[src/hdl/mli2c_pkg.sv]
// shared types and constants for the multi-lane i2c master
`default_nettype none

package mli2c_pkg;

    localparam int LANES   = 9;
    localparam int LANE_W  = 4;
    localparam int BYTE_W  = 8;
    localparam int HOLD_W  = 8;
    localparam int OP_W    = 3;

    // command codes carried on the input stream
    localparam logic [OP_W-1:0] OP_TICK  = 3'd0;
    localparam logic [OP_W-1:0] OP_START = 3'd1;
    localparam logic [OP_W-1:0] OP_STOP  = 3'd2;
    localparam logic [OP_W-1:0] OP_WRITE = 3'd3;
    localparam logic [OP_W-1:0] OP_READ  = 3'd4;

    // configuration register indexes
    localparam logic CFG_LANE_MASK  = 1'b0;
    localparam logic CFG_HOLD_TICKS = 1'b1;

    localparam logic [BYTE_W-1:0] LANE_MASK_RST  = 8'hFF;
    localparam logic [HOLD_W-1:0] HOLD_TICKS_RST = 8'd4;

    typedef struct packed {
        logic [OP_W-1:0]   opcode;
        logic [BYTE_W-1:0] tx_byte;
        logic              send_ack;
        logic [LANES-1:0]  sda_sample;
    } t_item;

    typedef struct packed {
        logic             scl;
        logic [LANES-1:0] sda;
        logic             busy;
    } t_pins;

    typedef struct packed {
        t_pins             pins;
        logic              byte_ready;
        logic [LANE_W-1:0] lane;
        logic [BYTE_W-1:0] rx;
        logic              last;
    } t_result;

endpackage

`default_nettype wire

[src/hdl/multi_lane_i2c_master.sv]
// top level of the multi-lane i2c master: stream ports, registers, result queue
`default_nettype none

// channel      | direction | transaction moves
// -------------+-----------+--------------------------------------------------
// s_t*         | in        | one command or tick: opcode in tuser, rest in tdata
// m_t*         | out       | one result: pin levels, status, optional lane byte
// i_cfg_*      | in        | one register write (0 lane_mask, 1 hold_ticks)
//
// one input transaction can be taken every cycle; the sequencer updates in that cycle
// and its result is offered on m_t* from the next cycle through a two-entry queue.
// input stalls while both queue entries wait. the tick that finishes a read
// emits nine lane results, one per cycle with a free queue entry, and input is held
// off until the last of them is queued.
// reset (synchronous, active low) idles the sequencer with scl high and all
// lanes released, restores lane_mask 255 and hold_ticks 4, empties the queue.
module multi_lane_i2c_master (
    input  wire         i_clk,
    input  wire         i_rst_n,
    // input stream
    input  wire         s_tvalid,
    output logic        s_tready,
    input  wire  [23:0] s_tdata,   // tx_byte[7:0], send_ack[8], sda_sample[17:9], zero[23:18]
    input  wire  [2:0]  s_tuser,   // opcode[2:0]
    // result stream
    output logic        m_tvalid,
    input  wire         m_tready,
    output logic [23:0] m_tdata,   // scl_level[0], sda_release[9:1], busy_res[10],
                                   // lane_index[14:11], rx_byte[22:15], zero[23]
    output logic        m_tuser,   // byte_ready
    output logic        m_tlast,   // last_lane
    // register writes
    input  wire         i_cfg_valid,
    output logic        o_cfg_ready,
    input  wire         i_cfg_index,
    input  wire  [7:0]  i_cfg_data
);

    localparam int QDEPTH = 2;

    logic [mli2c_pkg::BYTE_W-1:0] r_lane_mask;
    logic [mli2c_pkg::HOLD_W-1:0] r_hold_ticks;

    mli2c_pkg::t_item   item;
    mli2c_pkg::t_pins   pins_next;
    mli2c_pkg::t_pins   pins_now;
    logic               read_done;
    logic [mli2c_pkg::BYTE_W-1:0] lane_byte;
    logic               s_accept;
    logic               m_accept;

    // result queue
    mli2c_pkg::t_result r_queue [QDEPTH];
    logic               r_wr_ptr;
    logic               r_rd_ptr;
    logic [1:0]         r_count;
    logic               q_full;
    logic               push;
    mli2c_pkg::t_result push_res;
    mli2c_pkg::t_result head;

    // lane byte burst after a read
    logic               r_burst;
    logic [mli2c_pkg::LANE_W-1:0] r_burst_lane;
    logic               burst_push;
    logic               burst_last;

    // config port never stalls
    assign o_cfg_ready = 1'b1;

    always_ff @(posedge i_clk) begin
        if (!i_rst_n) begin
            r_lane_mask  <= mli2c_pkg::LANE_MASK_RST;
            r_hold_ticks <= mli2c_pkg::HOLD_TICKS_RST;
        end else if (i_cfg_valid) begin
            unique case (i_cfg_index)
                mli2c_pkg::CFG_LANE_MASK:  r_lane_mask  <= i_cfg_data;
                mli2c_pkg::CFG_HOLD_TICKS: r_hold_ticks <= i_cfg_data;
                default: ;
            endcase
        end
    end

    assign q_full   = (r_count == 2'd2);
    assign s_tready = !r_burst && !q_full;
    assign s_accept = s_tvalid && s_tready;
    assign m_tvalid = (r_count != 2'd0);
    assign m_accept = m_tvalid && m_tready;

    assign item = '{opcode:     s_tuser,
                    tx_byte:    s_tdata[7:0],
                    send_ack:   s_tdata[8],
                    sda_sample: s_tdata[17:9]};

    mli2c_seq u_seq (
        .i_clk        (i_clk),
        .i_rst_n      (i_rst_n),
        .i_accept     (s_accept),
        .i_item       (item),
        .i_lane_mask  (r_lane_mask),
        .i_hold_ticks (r_hold_ticks),
        .i_lane_sel   (r_burst_lane),
        .o_pins_next  (pins_next),
        .o_pins_now   (pins_now),
        .o_read_done  (read_done),
        .o_lane_byte  (lane_byte)
    );

    // burst entries carry the pin state left by the finishing tick
    assign burst_push = r_burst && !q_full;
    assign burst_last = (r_burst_lane == mli2c_pkg::LANE_W'(mli2c_pkg::LANES - 1));
    assign push       = (s_accept && !read_done) || burst_push;

    always_comb begin
        if (r_burst) begin
            push_res = '{pins: pins_now, byte_ready: 1'b1, lane: r_burst_lane,
                         rx: lane_byte, last: burst_last};
        end else begin
            push_res = '{pins: pins_next, byte_ready: 1'b0, lane: '0,
                         rx: '0, last: 1'b0};
        end
    end

    always_ff @(posedge i_clk) begin
        if (!i_rst_n) begin
            r_burst      <= 1'b0;
            r_burst_lane <= '0;
        end else if (s_accept && read_done) begin
            r_burst      <= 1'b1;
            r_burst_lane <= '0;
        end else if (burst_push) begin
            r_burst      <= !burst_last;
            r_burst_lane <= r_burst_lane + 1'b1;
        end
    end

    always_ff @(posedge i_clk) begin
        if (push) begin
            r_queue[r_wr_ptr] <= push_res;
        end
    end

    always_ff @(posedge i_clk) begin
        if (!i_rst_n) begin
            r_wr_ptr <= 1'b0;
            r_rd_ptr <= 1'b0;
            r_count  <= 2'd0;
        end else begin
            if (push)     r_wr_ptr <= !r_wr_ptr;
            if (m_accept) r_rd_ptr <= !r_rd_ptr;
            if (push && !m_accept)      r_count <= r_count + 2'd1;
            else if (!push && m_accept) r_count <= r_count - 2'd1;
        end
    end

    assign head    = r_queue[r_rd_ptr];
    assign m_tdata = {1'b0, head.rx, head.lane, head.pins.busy, head.pins.sda, head.pins.scl};
    assign m_tuser = head.byte_ready;
    assign m_tlast = head.last;

endmodule

`default_nettype wire

[src/hdl/mli2c_seq.sv]
// pin step sequencer: command state, hold counter, shifters and pin levels
`default_nettype none

module mli2c_seq (
    input  wire                          i_clk,
    input  wire                          i_rst_n,
    input  wire                          i_accept,
    input  mli2c_pkg::t_item             i_item,
    input  wire [mli2c_pkg::BYTE_W-1:0]  i_lane_mask,
    input  wire [mli2c_pkg::HOLD_W-1:0]  i_hold_ticks,
    input  wire [mli2c_pkg::LANE_W-1:0]  i_lane_sel,
    output mli2c_pkg::t_pins             o_pins_next,
    output mli2c_pkg::t_pins             o_pins_now,
    output logic                         o_read_done,
    output logic [mli2c_pkg::BYTE_W-1:0] o_lane_byte
);

    typedef enum logic [2:0] {
        KIND_IDLE  = 3'd0,
        KIND_START = 3'd1,
        KIND_STOP  = 3'd2,
        KIND_WRITE = 3'd3,
        KIND_READ  = 3'd4
    } t_kind;

    typedef enum logic [2:0] {
        ACT_SCL0, ACT_SCL1, ACT_SDA0, ACT_SDA1, ACT_SDA_BIT, ACT_WAIT, ACT_END
    } t_act;

    localparam int PHASE_W = 5;
    localparam int SUB_W   = 2;

    t_kind                      r_kind, n_kind;
    logic [PHASE_W-1:0]         r_phase, n_phase;
    logic [SUB_W-1:0]           r_sub, n_sub;
    logic [mli2c_pkg::HOLD_W-1:0] r_hold, n_hold;
    logic [mli2c_pkg::BYTE_W-1:0] r_tx, n_tx;
    logic [mli2c_pkg::BYTE_W-1:0] r_lane [mli2c_pkg::LANES];
    logic [mli2c_pkg::BYTE_W-1:0] n_lane [mli2c_pkg::LANES];
    logic                       r_scl, n_scl;
    logic [mli2c_pkg::LANES-1:0] r_sda, n_sda;
    logic                       r_ack, n_ack;

    logic [mli2c_pkg::HOLD_W-1:0] hold_load;
    logic [mli2c_pkg::HOLD_W-1:0] hold_dec;
    logic [PHASE_W-1:0]         phase_nxt;
    logic [SUB_W-1:0]           sub_nxt;
    logic [mli2c_pkg::LANES-1:0] drive_en;
    t_act                       act;
    logic                       do_apply;
    logic                       sda_level;

    // pin action of step p of a command
    function automatic t_act step_action(t_kind kind, logic [PHASE_W-1:0] p,
                                         logic [SUB_W-1:0] sub);
        t_act a;
        a = ACT_END;
        unique case (kind)
            KIND_START: begin
                unique case (p)
                    5'd0:    a = ACT_SCL1;
                    5'd1:    a = ACT_SDA1;
                    5'd2:    a = ACT_SCL1;
                    5'd3:    a = ACT_SDA0;
                    5'd4:    a = ACT_SCL0;
                    5'd5:    a = ACT_SDA1;
                    default: a = ACT_END;
                endcase
            end
            KIND_STOP: begin
                unique case (p)
                    5'd0:    a = ACT_SCL0;
                    5'd1:    a = ACT_SDA0;
                    5'd2:    a = ACT_SCL1;
                    5'd3:    a = ACT_SDA0;
                    5'd4:    a = ACT_SCL1;
                    5'd5:    a = ACT_SDA1;
                    default: a = ACT_END;
                endcase
            end
            KIND_WRITE: begin
                if (p < 5'd24) begin
                    if (sub == 2'd0)      a = ACT_SCL0;
                    else if (sub == 2'd1) a = ACT_SDA_BIT;
                    else                  a = ACT_SCL1;
                end else begin
                    unique case (p)
                        5'd24:   a = ACT_SCL0;
                        5'd25:   a = ACT_SDA1;
                        5'd26:   a = ACT_SCL1;
                        5'd27:   a = ACT_SCL0;
                        5'd28:   a = ACT_WAIT;
                        default: a = ACT_END;
                    endcase
                end
            end
            KIND_READ: begin
                if (p == 5'd0)       a = ACT_SCL0;
                else if (p == 5'd1)  a = ACT_SDA1;
                else if (p <= 5'd17) a = p[0] ? ACT_SCL0 : ACT_SCL1;
                else begin
                    unique case (p)
                        5'd18:   a = ACT_SDA0;
                        5'd19:   a = ACT_SCL1;
                        5'd20:   a = ACT_SCL0;
                        5'd21:   a = ACT_WAIT;
                        default: a = ACT_END;
                    endcase
                end
            end
            default: a = ACT_END;
        endcase
        return a;
    endfunction

    assign hold_load = (i_hold_ticks == '0) ? {{(mli2c_pkg::HOLD_W-1){1'b0}}, 1'b1}
                                            : i_hold_ticks;
    assign hold_dec  = (r_hold != '0) ? r_hold - 1'b1 : r_hold;
    assign sub_nxt   = (r_sub == 2'd2) ? 2'd0 : r_sub + 2'd1;
    // lanes above the mask width are always driven
    assign drive_en  = {{(mli2c_pkg::LANES-mli2c_pkg::BYTE_W){1'b1}}, i_lane_mask};

    always_comb begin
        n_kind      = r_kind;
        n_phase     = r_phase;
        n_sub       = r_sub;
        n_hold      = r_hold;
        n_tx        = r_tx;
        n_lane      = r_lane;
        n_scl       = r_scl;
        n_sda       = r_sda;
        n_ack       = r_ack;
        o_read_done = 1'b0;
        act         = ACT_WAIT;
        do_apply    = 1'b0;
        phase_nxt   = r_phase + 1'b1;

        if (i_accept) begin
            if (i_item.opcode == mli2c_pkg::OP_TICK) begin
                if (r_kind != KIND_IDLE) begin
                    if (hold_dec != '0) begin
                        n_hold = hold_dec;
                    end else begin
                        if (r_kind == KIND_WRITE && r_phase < 5'd24 && r_sub == 2'd2) begin
                            n_tx = {r_tx[mli2c_pkg::BYTE_W-2:0], 1'b0};
                        end
                        // sample every lane at the end of a clock-high step
                        if (r_kind == KIND_READ && r_phase >= 5'd2 && r_phase <= 5'd17 &&
                            !r_phase[0]) begin
                            for (int k = 0; k < mli2c_pkg::LANES; k++) begin
                                n_lane[k] = {r_lane[k][mli2c_pkg::BYTE_W-2:0],
                                             i_item.sda_sample[k]};
                            end
                        end
                        // ack step skipped when no ack was asked for
                        if (r_kind == KIND_READ && phase_nxt == 5'd18 && !r_ack) begin
                            phase_nxt = 5'd19;
                        end
                        act = step_action(r_kind, phase_nxt, sub_nxt);
                        if (act != ACT_END) begin
                            n_phase  = phase_nxt;
                            n_sub    = sub_nxt;
                            n_hold   = hold_load;
                            do_apply = 1'b1;
                        end else begin
                            n_kind      = KIND_IDLE;
                            n_phase     = '0;
                            n_hold      = '0;
                            o_read_done = (r_kind == KIND_READ);
                        end
                    end
                end
            end else if (r_kind == KIND_IDLE && i_item.opcode <= mli2c_pkg::OP_READ) begin
                n_kind  = t_kind'(i_item.opcode);
                n_phase = '0;
                n_sub   = '0;
                n_hold  = hold_load;
                if (i_item.opcode == mli2c_pkg::OP_WRITE) begin
                    n_tx = i_item.tx_byte;
                end
                if (i_item.opcode == mli2c_pkg::OP_READ) begin
                    n_ack = i_item.send_ack;
                    for (int k = 0; k < mli2c_pkg::LANES; k++) begin
                        n_lane[k] = '0;
                    end
                end
                act      = step_action(t_kind'(i_item.opcode), '0, '0);
                do_apply = 1'b1;
            end
        end

        sda_level = (act == ACT_SDA1) || (act == ACT_SDA_BIT && n_tx[mli2c_pkg::BYTE_W-1]);
        if (do_apply) begin
            case (act)
                ACT_SCL0: n_scl = 1'b0;
                ACT_SCL1: n_scl = 1'b1;
                ACT_SDA0, ACT_SDA1, ACT_SDA_BIT: begin
                    for (int k = 0; k < mli2c_pkg::LANES; k++) begin
                        if (drive_en[k]) n_sda[k] = sda_level;
                    end
                end
                default: ;
            endcase
        end
    end

    always_ff @(posedge i_clk) begin
        if (!i_rst_n) begin
            r_kind  <= KIND_IDLE;
            r_phase <= '0;
            r_sub   <= '0;
            r_hold  <= '0;
            r_tx    <= '0;
            r_scl   <= 1'b1;
            r_sda   <= '1;
            r_ack   <= 1'b0;
            for (int k = 0; k < mli2c_pkg::LANES; k++) begin
                r_lane[k] <= '0;
            end
        end else begin
            r_kind  <= n_kind;
            r_phase <= n_phase;
            r_sub   <= n_sub;
            r_hold  <= n_hold;
            r_tx    <= n_tx;
            r_scl   <= n_scl;
            r_sda   <= n_sda;
            r_ack   <= n_ack;
            r_lane  <= n_lane;
        end
    end

    assign o_pins_next = '{scl: n_scl, sda: n_sda, busy: (n_kind != KIND_IDLE)};
    assign o_pins_now  = '{scl: r_scl, sda: r_sda, busy: (r_kind != KIND_IDLE)};
    assign o_lane_byte = r_lane[i_lane_sel];

endmodule

`default_nettype wire
[config.mk]
export PLATFORM = sky130hd
export DESIGN_NAME = multi_lane_i2c_master
export DESIGN_NICKNAME = d
export VERILOG_FILES = /design/src/hdl/mli2c_pkg.sv /design/src/hdl/multi_lane_i2c_master.sv /design/src/hdl/mli2c_seq.sv
export SDC_FILE = /design/constraint.sdc
export NUM_CORES = 1
export LEC_CHECK = 0
export BUFFER_PORTS_ARGS = -buffer_cell sky130_fd_sc_hd__buf_2
export CAP_MARGIN = 20
export CORE_UTILIZATION = 40
export CTS_CLUSTER_DIAMETER = 30
export DETAILED_ROUTE_END_ITERATION = 8
export HOLD_SLACK_MARGIN = 0.12
export SLEW_MARGIN = 20
export SYNTH_ARGS = -nofsm -noshare
export SYNTH_HDL_FRONTEND = slang
export SYNTH_HIERARCHICAL = 1
export SYNTH_SLANG_ARGS = --single-unit
[constraint.sdc]
create_clock -name i_clk -period 5 [get_ports i_clk]
set_clock_uncertainty 0.05 [all_clocks]
set_input_delay 1 -clock i_clk [delete_from_list [all_inputs] [get_ports i_clk]]
set_output_delay 1 -clock i_clk [all_outputs]
set_load 0.005 [all_outputs]
==> impl_results.html, run 1 <==
<table>
<tr><th>Metric</th><th>Value</th></tr>
<tr><th colspan="2">Synthesis</th></tr>
<tr><td>Syn Inst Count</td><td>1003</td></tr>
<tr><td>Largest area contributor in the synthesized netlist</td><td>dfxtp_1</td></tr>
<tr><td>Warnings, synthesis</td><td>6</td></tr>
<tr><td>Post-Syn Nets</td><td>approximately 1100</td></tr>
<tr><td>Mapped Area</td><td>9340 um^2</td></tr>
<tr><td>Most used flip-flop cell after synthesis</td><td>dfxtp_1</td></tr>
<tr><td>EDFF count, synth</td><td>50</td></tr>
<tr><td>Seq cells post-synth</td><td>around 190</td></tr>
<tr><td>Number of distinct standard cells referenced by the synthesized netlist</td><td>86</td></tr>
<tr><td>Share of the synthesized area in the top cell type</td><td>0.290</td></tr>
<tr><td>Average cell area after synthesis</td><td>just over 9 um^2</td></tr>
<tr><td>Top cells by area, synth</td><td>dfxtp_1 (29%), edfxtp_1 (16%), nand2_1 (5.6%)</td></tr>
<tr><td>Sequential-to-total area share from yosys stat</td><td>0.450</td></tr>
<tr><td>Post-synthesis async set-or-reset flop share</td><td>0</td></tr>
<tr><th colspan="2">Floorplan</th></tr>
<tr><td>Initial Util</td><td>0.410</td></tr>
<tr><td>Die boundary width</td><td>around 150 um</td></tr>
<tr><td>Total die area</td><td>approximately 24000 um^2</td></tr>
<tr><td>Standard-cell rows</td><td>55</td></tr>
<tr><td>Floorplan core area</td><td>between 20000 and 25000 um^2</td></tr>
<tr><td>Y dimension of the die</td><td>approximately 150 um</td></tr>
<tr><td>I/O pins</td><td>70</td></tr>
<tr><th colspan="2">Finish</th></tr>
<tr><td>Number of antenna diodes</td><td>0</td></tr>
<tr><td>Layout cells sized above 1</td><td>0.188</td></tr>
<tr><td>P&amp;R area growth vs syn</td><td>11.6%</td></tr>
<tr><td>Final net count</td><td>about 1100</td></tr>
<tr><th colspan="2">Clock network</th></tr>
<tr><td>Clock tree from TritonCTS</td><td>built</td></tr>
<tr><td>Clk Latency, worst-skew pair</td><td>between 400 and 500 ps</td></tr>
<tr><td>CTS clk-pin slew, worst paths</td><td>~80 ps</td></tr>
<tr><td>Hold buffer count at cts</td><td>0</td></tr>
<tr><td>Sink count of the clock tree</td><td>about 190</td></tr>
<tr><td>Clock root buffer master</td><td>clkbuf_16</td></tr>
<tr><td>Number of setup buffers added after CTS</td><td>0</td></tr>
<tr><td>Cts bufs inserted</td><td>17</td></tr>
<tr><td>Total number of H-tree levels</td><td>4</td></tr>
<tr><td>Buffer levels on the longest clock path</td><td>2</td></tr>
<tr><td>Total of cells resized after clock tree synthesis</td><td>0</td></tr>
<tr><th colspan="2">Timing</th></tr>
<tr><td>Hold Slack</td><td>between 400 and 500 ps</td></tr>
<tr><td>Max-slew violations</td><td>0</td></tr>
<tr><td>Setup repair after global routing missed its margin</td><td>no</td></tr>
<tr><td>Number of endpoints with negative hold slack in the final report</td><td>0</td></tr>
<tr><td>Total negative setup slack</td><td>0 ps</td></tr>
<tr><td>Post-layout minimum cycle time</td><td>about 4500 ps</td></tr>
<tr><td>Measured slew at the worst slew-check pin</td><td>approximately 1100 ps</td></tr>
<tr><td>Share of the clock period used by the worst path</td><td>0.892</td></tr>
<tr><td>Setup-violating endpoint count in the final report</td><td>0</td></tr>
<tr><td>Peak clock frequency supported by timing</td><td>approximately 0.22 GHz</td></tr>
<tr><td>Setup WS post-layout</td><td>541 ps</td></tr>
<tr><td>Worst relative slew slack</td><td>0.298</td></tr>
<tr><th colspan="2">Place</th></tr>
<tr><td>Worst slack at placement</td><td>between 600 and 700 ps</td></tr>
<tr><td>Placer congestion estimate</td><td>just under 0.9</td></tr>
<tr><td>Half-perimeter wire length of the detailed placement result</td><td>around 14 mm</td></tr>
<tr><td>I/O Buffers</td><td>61</td></tr>
<tr><th colspan="2">Global routing</th></tr>
<tr><td>Via count of the first global-routing pass</td><td>slightly below 7000</td></tr>
<tr><td>Met1 global-route usage</td><td>0.267</td></tr>
<tr><td>Most utilized layer in the global route result</td><td>met2</td></tr>
<tr><td>Wire length of the first global-routing pass</td><td>35.1 mm</td></tr>
<tr><td>GRT met2 Usage</td><td>0.271</td></tr>
<tr><td>Number of antenna violations at the first check in global routing</td><td>0</td></tr>
<tr><td>Maximum number of pins on one net before global-route repair</td><td>84</td></tr>
<tr><td>Global-route met3 utilization</td><td>0.0378</td></tr>
<tr><td>Residual overflow from global routing</td><td>0</td></tr>
<tr><td>Overall track demand over capacity in global routing</td><td>0.182</td></tr>
<tr><th colspan="2">Worst setup path</th></tr>
<tr><td>Setup crit start kind</td><td>flop</td></tr>
<tr><td>Crit-path slowest cell</td><td>dfxtp_1</td></tr>
<tr><td>Sequence of cells on the critical path</td><td>inv_1 &gt; ha_1 &gt; nand2_1 &gt; a21oi_1 &gt; a2111oi_0 &gt; a41oi_1 &gt; o21bai_1 &gt; and2_1 &gt; nor4b_1 &gt; buf_4 &gt; nor2b_1 &gt; o21ai_2 &gt; inv_1 &gt; ha_1 &gt; or3_1 &gt; a21boi_0</td></tr>
<tr><td>Family with the most delay on the worst path</td><td>compound AO/OA/AOI/OAI gates</td></tr>
<tr><td>Arrival time of the worst setup path</td><td>~4800 ps</td></tr>
<tr><td>Worst path required time</td><td>5320 ps</td></tr>
<tr><td>Category of the worst setup path capture point</td><td>flop</td></tr>
<tr><td>Startpoint-to-endpoint class of the critical path</td><td>reg -&gt; reg</td></tr>
<tr><td>Largest stage delay on the critical path</td><td>about 600 ps</td></tr>
<tr><td>Count of buffer and inverter cells on the critical path</td><td>3</td></tr>
<tr><td>Worst Path Max Fanout</td><td>16</td></tr>
<tr><th colspan="2">Routing</th></tr>
<tr><td>Final wirelength</td><td>roughly 21 mm</td></tr>
<tr><td>Number of remaining DRC errors</td><td>0</td></tr>
<tr><td>Drt initial violations</td><td>between 600 and 700</td></tr>
<tr><td>Wire per inst</td><td>about 16 um</td></tr>
<tr><td>Routed via count divided by cell count</td><td>around 5.5</td></tr>
<tr><td>Number of iterations in the first detailed-routing pass</td><td>5</td></tr>
<tr><td>Vias post-DR</td><td>7442</td></tr>
<tr><td>Post-route antenna net violation count</td><td>0</td></tr>
<tr><th colspan="2">Power</th></tr>
<tr><td>Worst IR drop on VDD</td><td>238 uV</td></tr>
<tr><td>LEAKAGE</td><td>~0.0036 uW</td></tr>
<tr><td>PwrDens</td><td>359 nW/um^2</td></tr>
<tr><th colspan="2">Worst hold path</th></tr>
<tr><td>Hold Crit Class</td><td>reg -&gt; reg</td></tr>
<tr><th colspan="2">Run status</th></tr>
<tr><td>Outcome</td><td>finished clean</td></tr>
<tr><th colspan="2">Flow run</th></tr>
<tr><td>Count of maximum capacitance violations</td><td>0</td></tr>
</table>
==> layout by cell type, fill, tap and decap left out, drive strengths merged, types with 10 or more instances in the layout <==
| cell type | synthesis | layout |
|---|---|---|
| nand2 | 139 | 139 |
| mux2 | 37 | 37 |
| and2 | 28 | 28 |
| inv | 23 | 32 |
| dfxtp | 135 | 135 |
| nor2 | 38 | 38 |
| nand3 | 100 | 100 |
| o211ai | 13 | 13 |
| o21ai | 40 | 40 |
| mux2i | 13 | 13 |
| edfxtp | 50 | 50 |
| mux4 | 16 | 16 |
| a21oi | 96 | 96 |
| buf | 47 | 81 |
| a22oi | 10 | 10 |
| a21boi | 12 | 12 |
| clkbuf | 37 | 17 |
==> state kept, by name, summed over array words and instances, names as in the netlist, named ones only <==
register       flops
u_seq/r_phase      5
u_seq/r_kind       3
u_seq/r_tx         8
r_hold_ticks       8
r_count            2
u_seq/r_hold       8
u_seq/r_scl        1
r_rd_ptr           1
r_burst_lane       4
u_seq/r_ack        1
r_queue           50
r_wr_ptr           1
u_seq/r_sda        9
u_seq/r_sub        2
r_lane_mask        8
r_burst            1
u_seq/r_lane      72
==> cell usage after synthesis (all sizes together), types with 3 or more instances <==
master and number:
nand2 139, dfxtp 135, nand3 100, a21oi 96
edfxtp 50, buf 47, o21ai 40, nor2 38
clkbuf 37, mux2 37, and2 28, inv 23
mux4 16, mux2i 13, o211ai 13, a21boi 12
a22oi 10, a31oi 9, nor2b 9, o41ai 9
xnor2 9, nand2b 8, nor3 8, o31ai 8
a211oi 7, ha 7, and3 6, nor4 6
nor4b 5, or3 5, a21o 4, a22o 4
a32oi 4, nand4 4, nor3b 4, xor2 4
a211o 3, and3b 3, nand4b 3, o31a 3
==> per-layer routing <==
metal  share of wire  routed length (um)
met1            0.52               11000
met2            0.44                9430
met3           0.034                 724
met4          0.0075                 159
met5               0                   0
==> tightest hold or removal path: cells and delay by family, from the launching register on <==
family           cells  cell delay (ps)
AO/OA/AOI/OAI        1               50
flip-flops           1              310
AND/OR/NAND/NOR      1               50
==> logic make-up after synthesis <==
family                     share of synthesized area
AOI/OAI and AO/OA                              0.172
xor gates and xnor gates                      0.0122
adders and majority gates                    0.00938
buffers and inverters                         0.0524
DFF                                            0.450
muxes                                         0.0980
other                                       0.000804
and+or+nand+nor                                0.204
==> worst paths after layout <==
path                                        from               end  slack (ps)  cells after the start
worst max-delay path            u_seq/r_phase[1]        r_count[1]         540                     16
worst min register to register  u_seq/r_lane[31]  u_seq/r_lane[31]         400                      2
worst min-delay path            u_seq/r_lane[31]  u_seq/r_lane[31]         400                      2
worst max register to register  u_seq/r_phase[1]        r_count[1]         540                     16
==> report_power, final <==
part | internal (uW) | switching, uW | total (uW)
registers | 1650 | 47.6 | 1700
logic | 293 | 378 | 671
clock network | 703 | 668 | 1370
total | 2650 | 1090 | 3740
==> metrics by stage <==
step	cells	cell area, um^2	utilization	total power [uW]
3_5_place_dp	1313	9800	0.430	2410
4_1_cts	1345	10400	0.457	3790
5_1_grt	1345	10400	0.457	3930
2_1_floorplan	1003	9340	-	2200
6_report	1345	10400	0.457	3740
3_3_place_gp	1313	9800	0.430	2400
==> final cells by class <==
type                       instances  area (um^2)
clock inverter                    15          188
fill                            2164        12400
timing repair buffer              81          455
multi-input combinational        711         4670
inverter                          23         86.3
sequential                       185         4200
tap                              313          392
clock buffer                      17          425
No activity file was read; power rests on OpenSTA's default activity.
==> inputs of run 2 (changes only) <==
==> constraint.sdc (replaced) <==
create_clock -name i_clk -period 5 [get_ports i_clk]
set_clock_uncertainty 0.05 [all_clocks]
set_input_delay 1 -clock i_clk [delete_from_list [all_inputs] [get_ports i_clk]]
set_output_delay 1 -clock i_clk [all_outputs]
set_load 0.1 [all_outputs]
==> run 2 against run 1 <==
Net effect: power increased by 14%; final cell count is the same; combinational power rose by 79%; largest cell class unchanged; largest power group unchanged.
==> impl_results.html, run 2 (synthesized netlist as in run 1, its figures left out) <==
<table>
<tr><th>Metric</th><th>Value</th></tr>
<tr><th colspan="2">Power</th></tr>
<tr><td>Internal Pwr Total</td><td>2620 uW (-0.98%)</td></tr>
<tr><td>Net load switching power</td><td>1630 uW (+49%)</td></tr>
<tr><td>Relative contribution of the clock network to total power</td><td>0.312 (-0.054)</td></tr>
<tr><td>Worst IR drop on VDD</td><td>252 uV (+5.9%)</td></tr>
<tr><td>PwrDens</td><td>409 nW/um^2 (+14%)</td></tr>
<tr><td>Fraction of power consumed by sequential logic</td><td>0.405 (-0.049)</td></tr>
<tr><td>Switching share of total power</td><td>0.383 (+0.0905)</td></tr>
<tr><td>Power share of the combinational group</td><td>0.283 (+0.104)</td></tr>
<tr><td>Final Power</td><td>4250 uW (+14%)</td></tr>
<tr><td>LEAKAGE</td><td>0.00361 uW (-0.27%)</td></tr>
<tr><th colspan="2">Timing</th></tr>
<tr><td>Share of the clock period used by the worst path</td><td>0.893 (+0.00100)</td></tr>
<tr><td>Post-layout minimum cycle time</td><td>4460 ps (+5.00 ps)</td></tr>
<tr><td>Peak clock frequency supported by timing</td><td>0.224 GHz (-0.11%)</td></tr>
<tr><td>Setup WS post-layout</td><td>536 ps (-5.01 ps)</td></tr>
<tr><td>Worst relative slew slack</td><td>0.354 (+0.0559)</td></tr>
<tr><td>Setup-violating endpoint count in the final report</td><td>0 (unchanged)</td></tr>
<tr><td>Measured slew at the worst slew-check pin</td><td>968 ps (-83.7 ps)</td></tr>
<tr><td>Number of endpoints with negative hold slack in the final report</td><td>0 (unchanged)</td></tr>
<tr><td>Max-slew violations</td><td>0 (unchanged)</td></tr>
<tr><td>Total negative setup slack</td><td>0 ps (unchanged)</td></tr>
<tr><td>Setup repair after global routing missed its margin</td><td>no</td></tr>
<tr><th colspan="2">Floorplan</th></tr>
<tr><td>I/O pins</td><td>70 (unchanged)</td></tr>
<tr><td>Standard-cell rows</td><td>55 (unchanged)</td></tr>
<tr><td>Floorplan core area</td><td>22800 um^2 (unchanged)</td></tr>
<tr><td>Initial Util</td><td>0.410 (unchanged)</td></tr>
<tr><td>Die boundary width</td><td>155 um (unchanged)</td></tr>
<tr><td>Total die area</td><td>24000 um^2 (unchanged)</td></tr>
<tr><td>Y dimension of the die</td><td>155 um (unchanged)</td></tr>
<tr><th colspan="2">Place</th></tr>
<tr><td>Placer congestion estimate</td><td>0.881 (-0.59%)</td></tr>
<tr><td>Half-perimeter wire length of the detailed placement result</td><td>13.8 mm (+0.75%)</td></tr>
<tr><td>I/O Buffers</td><td>61 (unchanged)</td></tr>
<tr><td>Worst slack at placement</td><td>641 ps (+0.921 ps)</td></tr>
<tr><th colspan="2">Run status</th></tr>
<tr><td>Outcome</td><td>finished clean</td></tr>
<tr><th colspan="2">Clock network</th></tr>
<tr><td>Sink count of the clock tree</td><td>185 (unchanged)</td></tr>
<tr><td>Buffer levels on the longest clock path</td><td>2 (unchanged)</td></tr>
<tr><td>Cts bufs inserted</td><td>17 (unchanged)</td></tr>
<tr><td>Clock root buffer master</td><td>clkbuf_16</td></tr>
<tr><td>Clock tree from TritonCTS</td><td>built</td></tr>
<tr><td>CTS clk-pin slew, worst paths</td><td>70 ps (about the same)</td></tr>
<tr><td>Clk Latency, worst-skew pair</td><td>440 ps (about the same)</td></tr>
<tr><td>Hold buffer count at cts</td><td>0 (unchanged)</td></tr>
<tr><td>Number of setup buffers added after CTS</td><td>0 (unchanged)</td></tr>
<tr><td>Total of cells resized after clock tree synthesis</td><td>0 (unchanged)</td></tr>
<tr><td>Total number of H-tree levels</td><td>4 (unchanged)</td></tr>
<tr><th colspan="2">Global routing</th></tr>
<tr><td>Number of antenna violations at the first check in global routing</td><td>1 (+1)</td></tr>
<tr><td>Wire length of the first global-routing pass</td><td>34.8 mm (-0.69%)</td></tr>
<tr><td>Residual overflow from global routing</td><td>0 (unchanged)</td></tr>
<tr><td>Overall track demand over capacity in global routing</td><td>0.180 (-0.00123)</td></tr>
<tr><td>Via count of the first global-routing pass</td><td>6702 (-0.73%)</td></tr>
<tr><td>Maximum number of pins on one net before global-route repair</td><td>84 (unchanged)</td></tr>
<tr><th colspan="2">Worst setup path</th></tr>
<tr><td>Startpoint-to-endpoint class of the critical path</td><td>reg -&gt; reg</td></tr>
<tr><td>Arrival time of the worst setup path</td><td>4770 ps (about the same)</td></tr>
<tr><td>Worst path required time</td><td>5310 ps (about the same)</td></tr>
<tr><td>Worst Path Max Fanout</td><td>16 (unchanged)</td></tr>
<tr><td>Category of the worst setup path capture point</td><td>flop</td></tr>
<tr><td>Setup crit start kind</td><td>flop</td></tr>
<tr><td>R2R setup slack</td><td>540 ps (about the same)</td></tr>
<tr><th colspan="2">Finish</th></tr>
<tr><td>Layout cells sized above 1</td><td>0.188 (unchanged)</td></tr>
<tr><td>Leading registers by flop count</td><td>u_seq/r_lane (72), r_queue (50), u_seq/r_sda (9)</td></tr>
<tr><td>Max FFs per register</td><td>72 (unchanged)</td></tr>
<tr><td>Final cell utilization of the core</td><td>0.457 (-0.000549)</td></tr>
<tr><td>P&amp;R area growth vs syn</td><td>11.4%</td></tr>
<tr><td>Final net count</td><td>1067 (unchanged)</td></tr>
<tr><td>Most used cells in the layout excluding fill and tap cells</td><td>nand2_1 (139), dfxtp_1 (135), nand3_1 (100)</td></tr>
<tr><td>Number of antenna diodes</td><td>0 (unchanged)</td></tr>
<tr><td>Largest register by flop count</td><td>u_seq/r_lane</td></tr>
<tr><td>Leading cell type in the layout, fill and taps excluded</td><td>nand2_1</td></tr>
<tr><th colspan="2">Routing</th></tr>
<tr><td>Detailed route wirelength on metal2</td><td>9.42 mm (-0.13%)</td></tr>
<tr><td>Post-route antenna net violation count</td><td>0 (unchanged)</td></tr>
<tr><td>Drt initial violations</td><td>740 (+17%)</td></tr>
<tr><td>Wire per inst</td><td>15.8 um (-0.15%)</td></tr>
<tr><td>Routed via count divided by cell count</td><td>5.47 (-1.2%)</td></tr>
<tr><td>Met3 routed WL</td><td>894 um (+23%)</td></tr>
<tr><td>Number of iterations in the first detailed-routing pass</td><td>5 (unchanged)</td></tr>
<tr><td>Wire length the detailed router placed on met1</td><td>10.8 mm (-1.9%)</td></tr>
<tr><td>DR top layer</td><td>met4</td></tr>
<tr><td>Vias post-DR</td><td>7356 (-1.2%)</td></tr>
<tr><td>Final wirelength</td><td>21.3 mm (-0.15%)</td></tr>
<tr><td>Number of remaining DRC errors</td><td>0 (unchanged)</td></tr>
<tr><th colspan="2">Worst hold path</th></tr>
<tr><td>Hold Crit Class</td><td>reg -&gt; reg</td></tr>
<tr><th colspan="2">Flow run</th></tr>
<tr><td>Count of maximum capacitance violations</td><td>0 (unchanged)</td></tr>
</table>
-- run 2: cell types whose count changed in the layout (fill, tap and decap cells not counted), sizes merged --
cell and delta:
bufinv -1, clkinv +2, inv -1
-- run 2: layout make-up --
type	count	area, um^2
well taps	313	392
multi-input cells	711	4670
flip-flops and latches	185	4200
inverters	23	86.3
clock inverters	15	175
fillers	2181	12400
repair buffers	81	455
clock buffers	17	425
-- run 2: final timing paths --
path / start / end / cells after the start
max: u_seq/r_phase[1] / r_count[1] / 16
min reg2reg: u_seq/r_lane[63] / u_seq/r_lane[63] / 2
max reg2reg: u_seq/r_phase[1] / r_count[1] / 16
min: u_seq/r_lane[63] / u_seq/r_lane[63] / 2
-- run 2: per-stage QoR --
stage | hold WS [ps] | instances | area [um^2]
floorplan | 379 | 1003 | 9340
global placement | 389 | 1313 | 9800
detailed placement | 394 | 1313 | 9800
CTS | 404 | 1345 | 10400
global route | 418 | 1345 | 10400
finish | 400 | 1345 | 10400
-- run 2: routing by layer --
metal | GRT usage | vias to the layer above
met5 | 0 | -
met4 | 0.0438 | 0
met3 | 0.0387 | 9
met1 | 0.265 | 3515
met2 | 0.268 | 152
li1 | - | 3680
-- run 2: power by group through the flow --
| stage | clock network (uW) | logic, uW | registers [uW] |
|---|---|---|---|
| after global routing | 1430 | 1270 | 1730 |
| after detailed placement | 0 | 1200 | 1760 |
| final | 1330 | 1200 | 1720 |
| after floorplan | 0 | 1030 | 1720 |
| after global placement | 0 | 1200 | 1750 |
| after CTS | 1360 | 1210 | 1720 |
-- run 2: worst max-delay path, stage by stage, from the launching register on --
cell,delay (ps)
dfxtp_1,590
inv_1,160
ha_1,530
nand2_1,240
a21oi_1,60
a2111oi_0,550
a41oi_1,190
o21bai_1,230
and2_1,170
nor4b_1,320
buf_4,200
nor2b_1,50
o21ai_2,150
inv_1,70
ha_1,320
or3_1,360
a21boi_0,160
==> inputs of run 3 (changes only) <==
==> constraint.sdc (replaced) <==
create_clock -name i_clk -period 5 [get_ports i_clk]
set_clock_uncertainty 0.05 [all_clocks]
set_input_delay 1 -clock i_clk [delete_from_list [all_inputs] [get_ports i_clk]]
set_output_delay 1 -clock i_clk [all_outputs]
set_load 0.05 [all_outputs]
==> run 3 against run 2 <==
Net effect: count of clock-buffer cells in the layout grew 1; fmax up 2.2%; first-iteration DRC count down 9.3%; register-to-register slack improved by 90 ps; power decreased by 6.6%; worst setup slack better by 95 ps; sequential share of layout area increased by 0.058 points; routed wire length up 0.79%; final cell count unchanged; global-route usage is 0.077 points higher; critical endpoint unchanged.
==> impl_results.html, run 3 (synthesized netlist as in run 1, its figures left out) <==
<table>
<tr><th>Metric</th><th>Value</th></tr>
<tr><th colspan="2">Run status</th></tr>
<tr><td>Outcome</td><td>finished clean</td></tr>
<tr><th colspan="2">Worst setup path</th></tr>
<tr><td>Sequence of cells on the critical path</td><td>inv_1 &gt; ha_1 &gt; nand2_1 &gt; a21oi_1 &gt; a2111oi_0 &gt; a41oi_1 &gt; o21bai_1 &gt; and2_1 &gt; nor4b_1 &gt; buf_4 &gt; nor2b_1 &gt; o21ai_2 &gt; inv_1 &gt; ha_1 &gt; or3_1 &gt; a21boi_0</td></tr>
<tr><td>Startpoint-to-endpoint class of the critical path</td><td>reg -&gt; reg</td></tr>
<tr><td>R2R setup slack</td><td>630 ps (+90 ps)</td></tr>
<tr><td>Count of buffer and inverter cells on the critical path</td><td>3 (unchanged)</td></tr>
<tr><td>Crit-path slowest cell</td><td>dfxtp_1</td></tr>
<tr><td>Arrival time of the worst setup path</td><td>4670 ps (-100 ps)</td></tr>
<tr><td>Worst path required time</td><td>5300 ps (about the same)</td></tr>
<tr><td>Family with the most delay on the worst path</td><td>compound AO/OA/AOI/OAI gates</td></tr>
<tr><td>Category of the worst setup path capture point</td><td>flop</td></tr>
<tr><td>Worst Path Max Fanout</td><td>16 (unchanged)</td></tr>
<tr><td>Setup crit start kind</td><td>flop</td></tr>
<tr><td>Largest stage delay on the critical path</td><td>580 ps (about the same)</td></tr>
<tr><th colspan="2">Power</th></tr>
<tr><td>LEAKAGE</td><td>0.00360 uW (about the same)</td></tr>
<tr><td>Worst IR drop on VDD</td><td>242 uV (-3.8%)</td></tr>
<tr><td>PwrDens</td><td>382 nW/um^2 (-6.4%)</td></tr>
<tr><th colspan="2">Routing</th></tr>
<tr><td>Drt initial violations</td><td>671 (-9.3%)</td></tr>
<tr><td>Post-route antenna net violation count</td><td>0 (unchanged)</td></tr>
<tr><td>Number of remaining DRC errors</td><td>0 (unchanged)</td></tr>
<tr><td>Number of iterations in the first detailed-routing pass</td><td>5 (unchanged)</td></tr>
<tr><td>Vias post-DR</td><td>7418 (+0.84%)</td></tr>
<tr><td>Final wirelength</td><td>21.4 mm (+0.79%)</td></tr>
<tr><td>Wire per inst</td><td>15.9 um (+0.79%)</td></tr>
<tr><td>Routed via count divided by cell count</td><td>5.52 (+0.84%)</td></tr>
<tr><th colspan="2">Finish</th></tr>
<tr><td>Max FFs per register</td><td>72 (unchanged)</td></tr>
<tr><td>Leading registers by flop count</td><td>u_seq/r_lane (72), r_queue (50), u_seq/r_sda (9)</td></tr>
<tr><td>Most used cells in the layout excluding fill and tap cells</td><td>nand2_1 (139), dfxtp_1 (135), nand3_1 (100)</td></tr>
<tr><td>Number of antenna diodes</td><td>0 (unchanged)</td></tr>
<tr><td>P&amp;R area growth vs syn</td><td>11.3%</td></tr>
<tr><td>Final cell utilization of the core</td><td>0.456 (-0.000660)</td></tr>
<tr><td>Largest register by flop count</td><td>u_seq/r_lane</td></tr>
<tr><td>Final net count</td><td>1067 (unchanged)</td></tr>
<tr><td>Leading cell type in the layout, fill and taps excluded</td><td>nand2_1</td></tr>
<tr><td>Layout cells sized above 1</td><td>0.188 (unchanged)</td></tr>
<tr><th colspan="2">Floorplan</th></tr>
<tr><td>Initial Util</td><td>0.410 (unchanged)</td></tr>
<tr><td>Total die area</td><td>24000 um^2 (unchanged)</td></tr>
<tr><td>Y dimension of the die</td><td>155 um (unchanged)</td></tr>
<tr><td>Floorplan core area</td><td>22800 um^2 (unchanged)</td></tr>
<tr><td>Die boundary width</td><td>155 um (unchanged)</td></tr>
<tr><td>Standard-cell rows</td><td>55 (unchanged)</td></tr>
<tr><td>I/O pins</td><td>70 (unchanged)</td></tr>
<tr><th colspan="2">Place</th></tr>
<tr><td>Half-perimeter wire length of the detailed placement result</td><td>13.8 mm (+0.52%)</td></tr>
<tr><td>Placer congestion estimate</td><td>0.885 (+0.37%)</td></tr>
<tr><td>I/O Buffers</td><td>61 (unchanged)</td></tr>
<tr><th colspan="2">Global routing</th></tr>
<tr><td>Via count of the first global-routing pass</td><td>6817 (+1.7%)</td></tr>
<tr><td>Overall track demand over capacity in global routing</td><td>0.181 (+0.000767)</td></tr>
<tr><td>Residual overflow from global routing</td><td>0 (unchanged)</td></tr>
<tr><td>Number of antenna violations at the first check in global routing</td><td>1 (unchanged)</td></tr>
<tr><td>Wire length of the first global-routing pass</td><td>35.0 mm (+0.46%)</td></tr>
<tr><td>Maximum number of pins on one net before global-route repair</td><td>84 (unchanged)</td></tr>
<tr><th colspan="2">Clock network</th></tr>
<tr><td>Clock root buffer master</td><td>clkbuf_16</td></tr>
<tr><td>Cts bufs inserted</td><td>17 (unchanged)</td></tr>
<tr><td>Total of cells resized after clock tree synthesis</td><td>0 (unchanged)</td></tr>
<tr><td>CTS clk-pin slew, worst paths</td><td>80 ps (about the same)</td></tr>
<tr><td>Clock tree from TritonCTS</td><td>built</td></tr>
<tr><td>Total number of H-tree levels</td><td>4 (unchanged)</td></tr>
<tr><td>Sink count of the clock tree</td><td>185 (unchanged)</td></tr>
<tr><td>Number of setup buffers added after CTS</td><td>0 (unchanged)</td></tr>
<tr><td>Clk Latency, worst-skew pair</td><td>440 ps (about the same)</td></tr>
<tr><td>Buffer levels on the longest clock path</td><td>2 (unchanged)</td></tr>
<tr><td>Hold buffer count at cts</td><td>0 (unchanged)</td></tr>
<tr><th colspan="2">Worst hold path</th></tr>
<tr><td>Hold Crit Class</td><td>reg -&gt; reg</td></tr>
<tr><th colspan="2">Timing</th></tr>
<tr><td>Setup-violating endpoint count in the final report</td><td>0 (unchanged)</td></tr>
<tr><td>Post-layout minimum cycle time</td><td>4370 ps (-94.8 ps)</td></tr>
<tr><td>Number of endpoints with negative hold slack in the final report</td><td>0 (unchanged)</td></tr>
<tr><td>Max-slew violations</td><td>0 (unchanged)</td></tr>
<tr><td>Peak clock frequency supported by timing</td><td>0.229 GHz (+2.2%)</td></tr>
<tr><td>Total negative setup slack</td><td>0 ps (unchanged)</td></tr>
<tr><td>Measured slew at the worst slew-check pin</td><td>1010 ps (+42.3 ps)</td></tr>
<tr><td>Share of the clock period used by the worst path</td><td>0.874 (-0.0190)</td></tr>
<tr><td>Worst relative slew slack</td><td>0.326 (-0.0282)</td></tr>
<tr><td>Setup repair after global routing missed its margin</td><td>no</td></tr>
<tr><th colspan="2">Flow run</th></tr>
<tr><td>Count of maximum capacitance violations</td><td>0 (unchanged)</td></tr>
</table>
run 3: path summary, 6_finish.rpt:
| path | from | cells after the start | end |
|---|---|---|---|
| worst max-delay path | u_seq/r_phase[1] | 16 | r_count[1] |
| worst min-delay path | u_seq/r_lane[63] | 2 | u_seq/r_lane[63] |
| worst max register to register | u_seq/r_phase[1] | 16 | r_count[1] |
| worst min register to register | u_seq/r_lane[63] | 2 | u_seq/r_lane[63] |
run 3: area by class of cell:
| class | count | area [um^2] |
|---|---|---|
| sequential | 185 | 4200 |
| inverter | 23 | 86.3 |
| clock buffer | 18 | 439 |
| tap | 313 | 392 |
| clock inverter | 14 | 146 |
| fill | 2180 | 12400 |
| multi-input combinational | 711 | 4670 |
| timing repair buffer | 81 | 455 |
run 3: where the power goes:
group          total, uW  internal (uW)  switching (uW)
Clock               1330            684             648
Combinational        920            296             623
Sequential          1720           1650            66.9
Total               3970           2630            1340
run 3: through the flow:
step	area, um^2	hold WS, ps	setup slack [ps]	cells	total power [uW]
global route	10400	423	214	1345	4150
floorplan	9340	379	858	1003	2470
global placement	9800	388	680	1313	2660
CTS	10400	404	681	1345	4010
finish	10400	400	630	1345	3970
detailed placement	9800	393	731	1313	2670
run 3: per-layer routing:
layer	vias up	track usage	wire (um)
li1	3675	-	-
met1	3558	0.259	10900
met2	157	0.274	9420
met3	26	0.0359	765
met4	2	0.0561	348
met5	-	0	8
run 3: worst min-delay path: stages (launching register included):
cell and delay [ps]:
dfxtp_1 310, nand2_1 50, a21oi_1 50
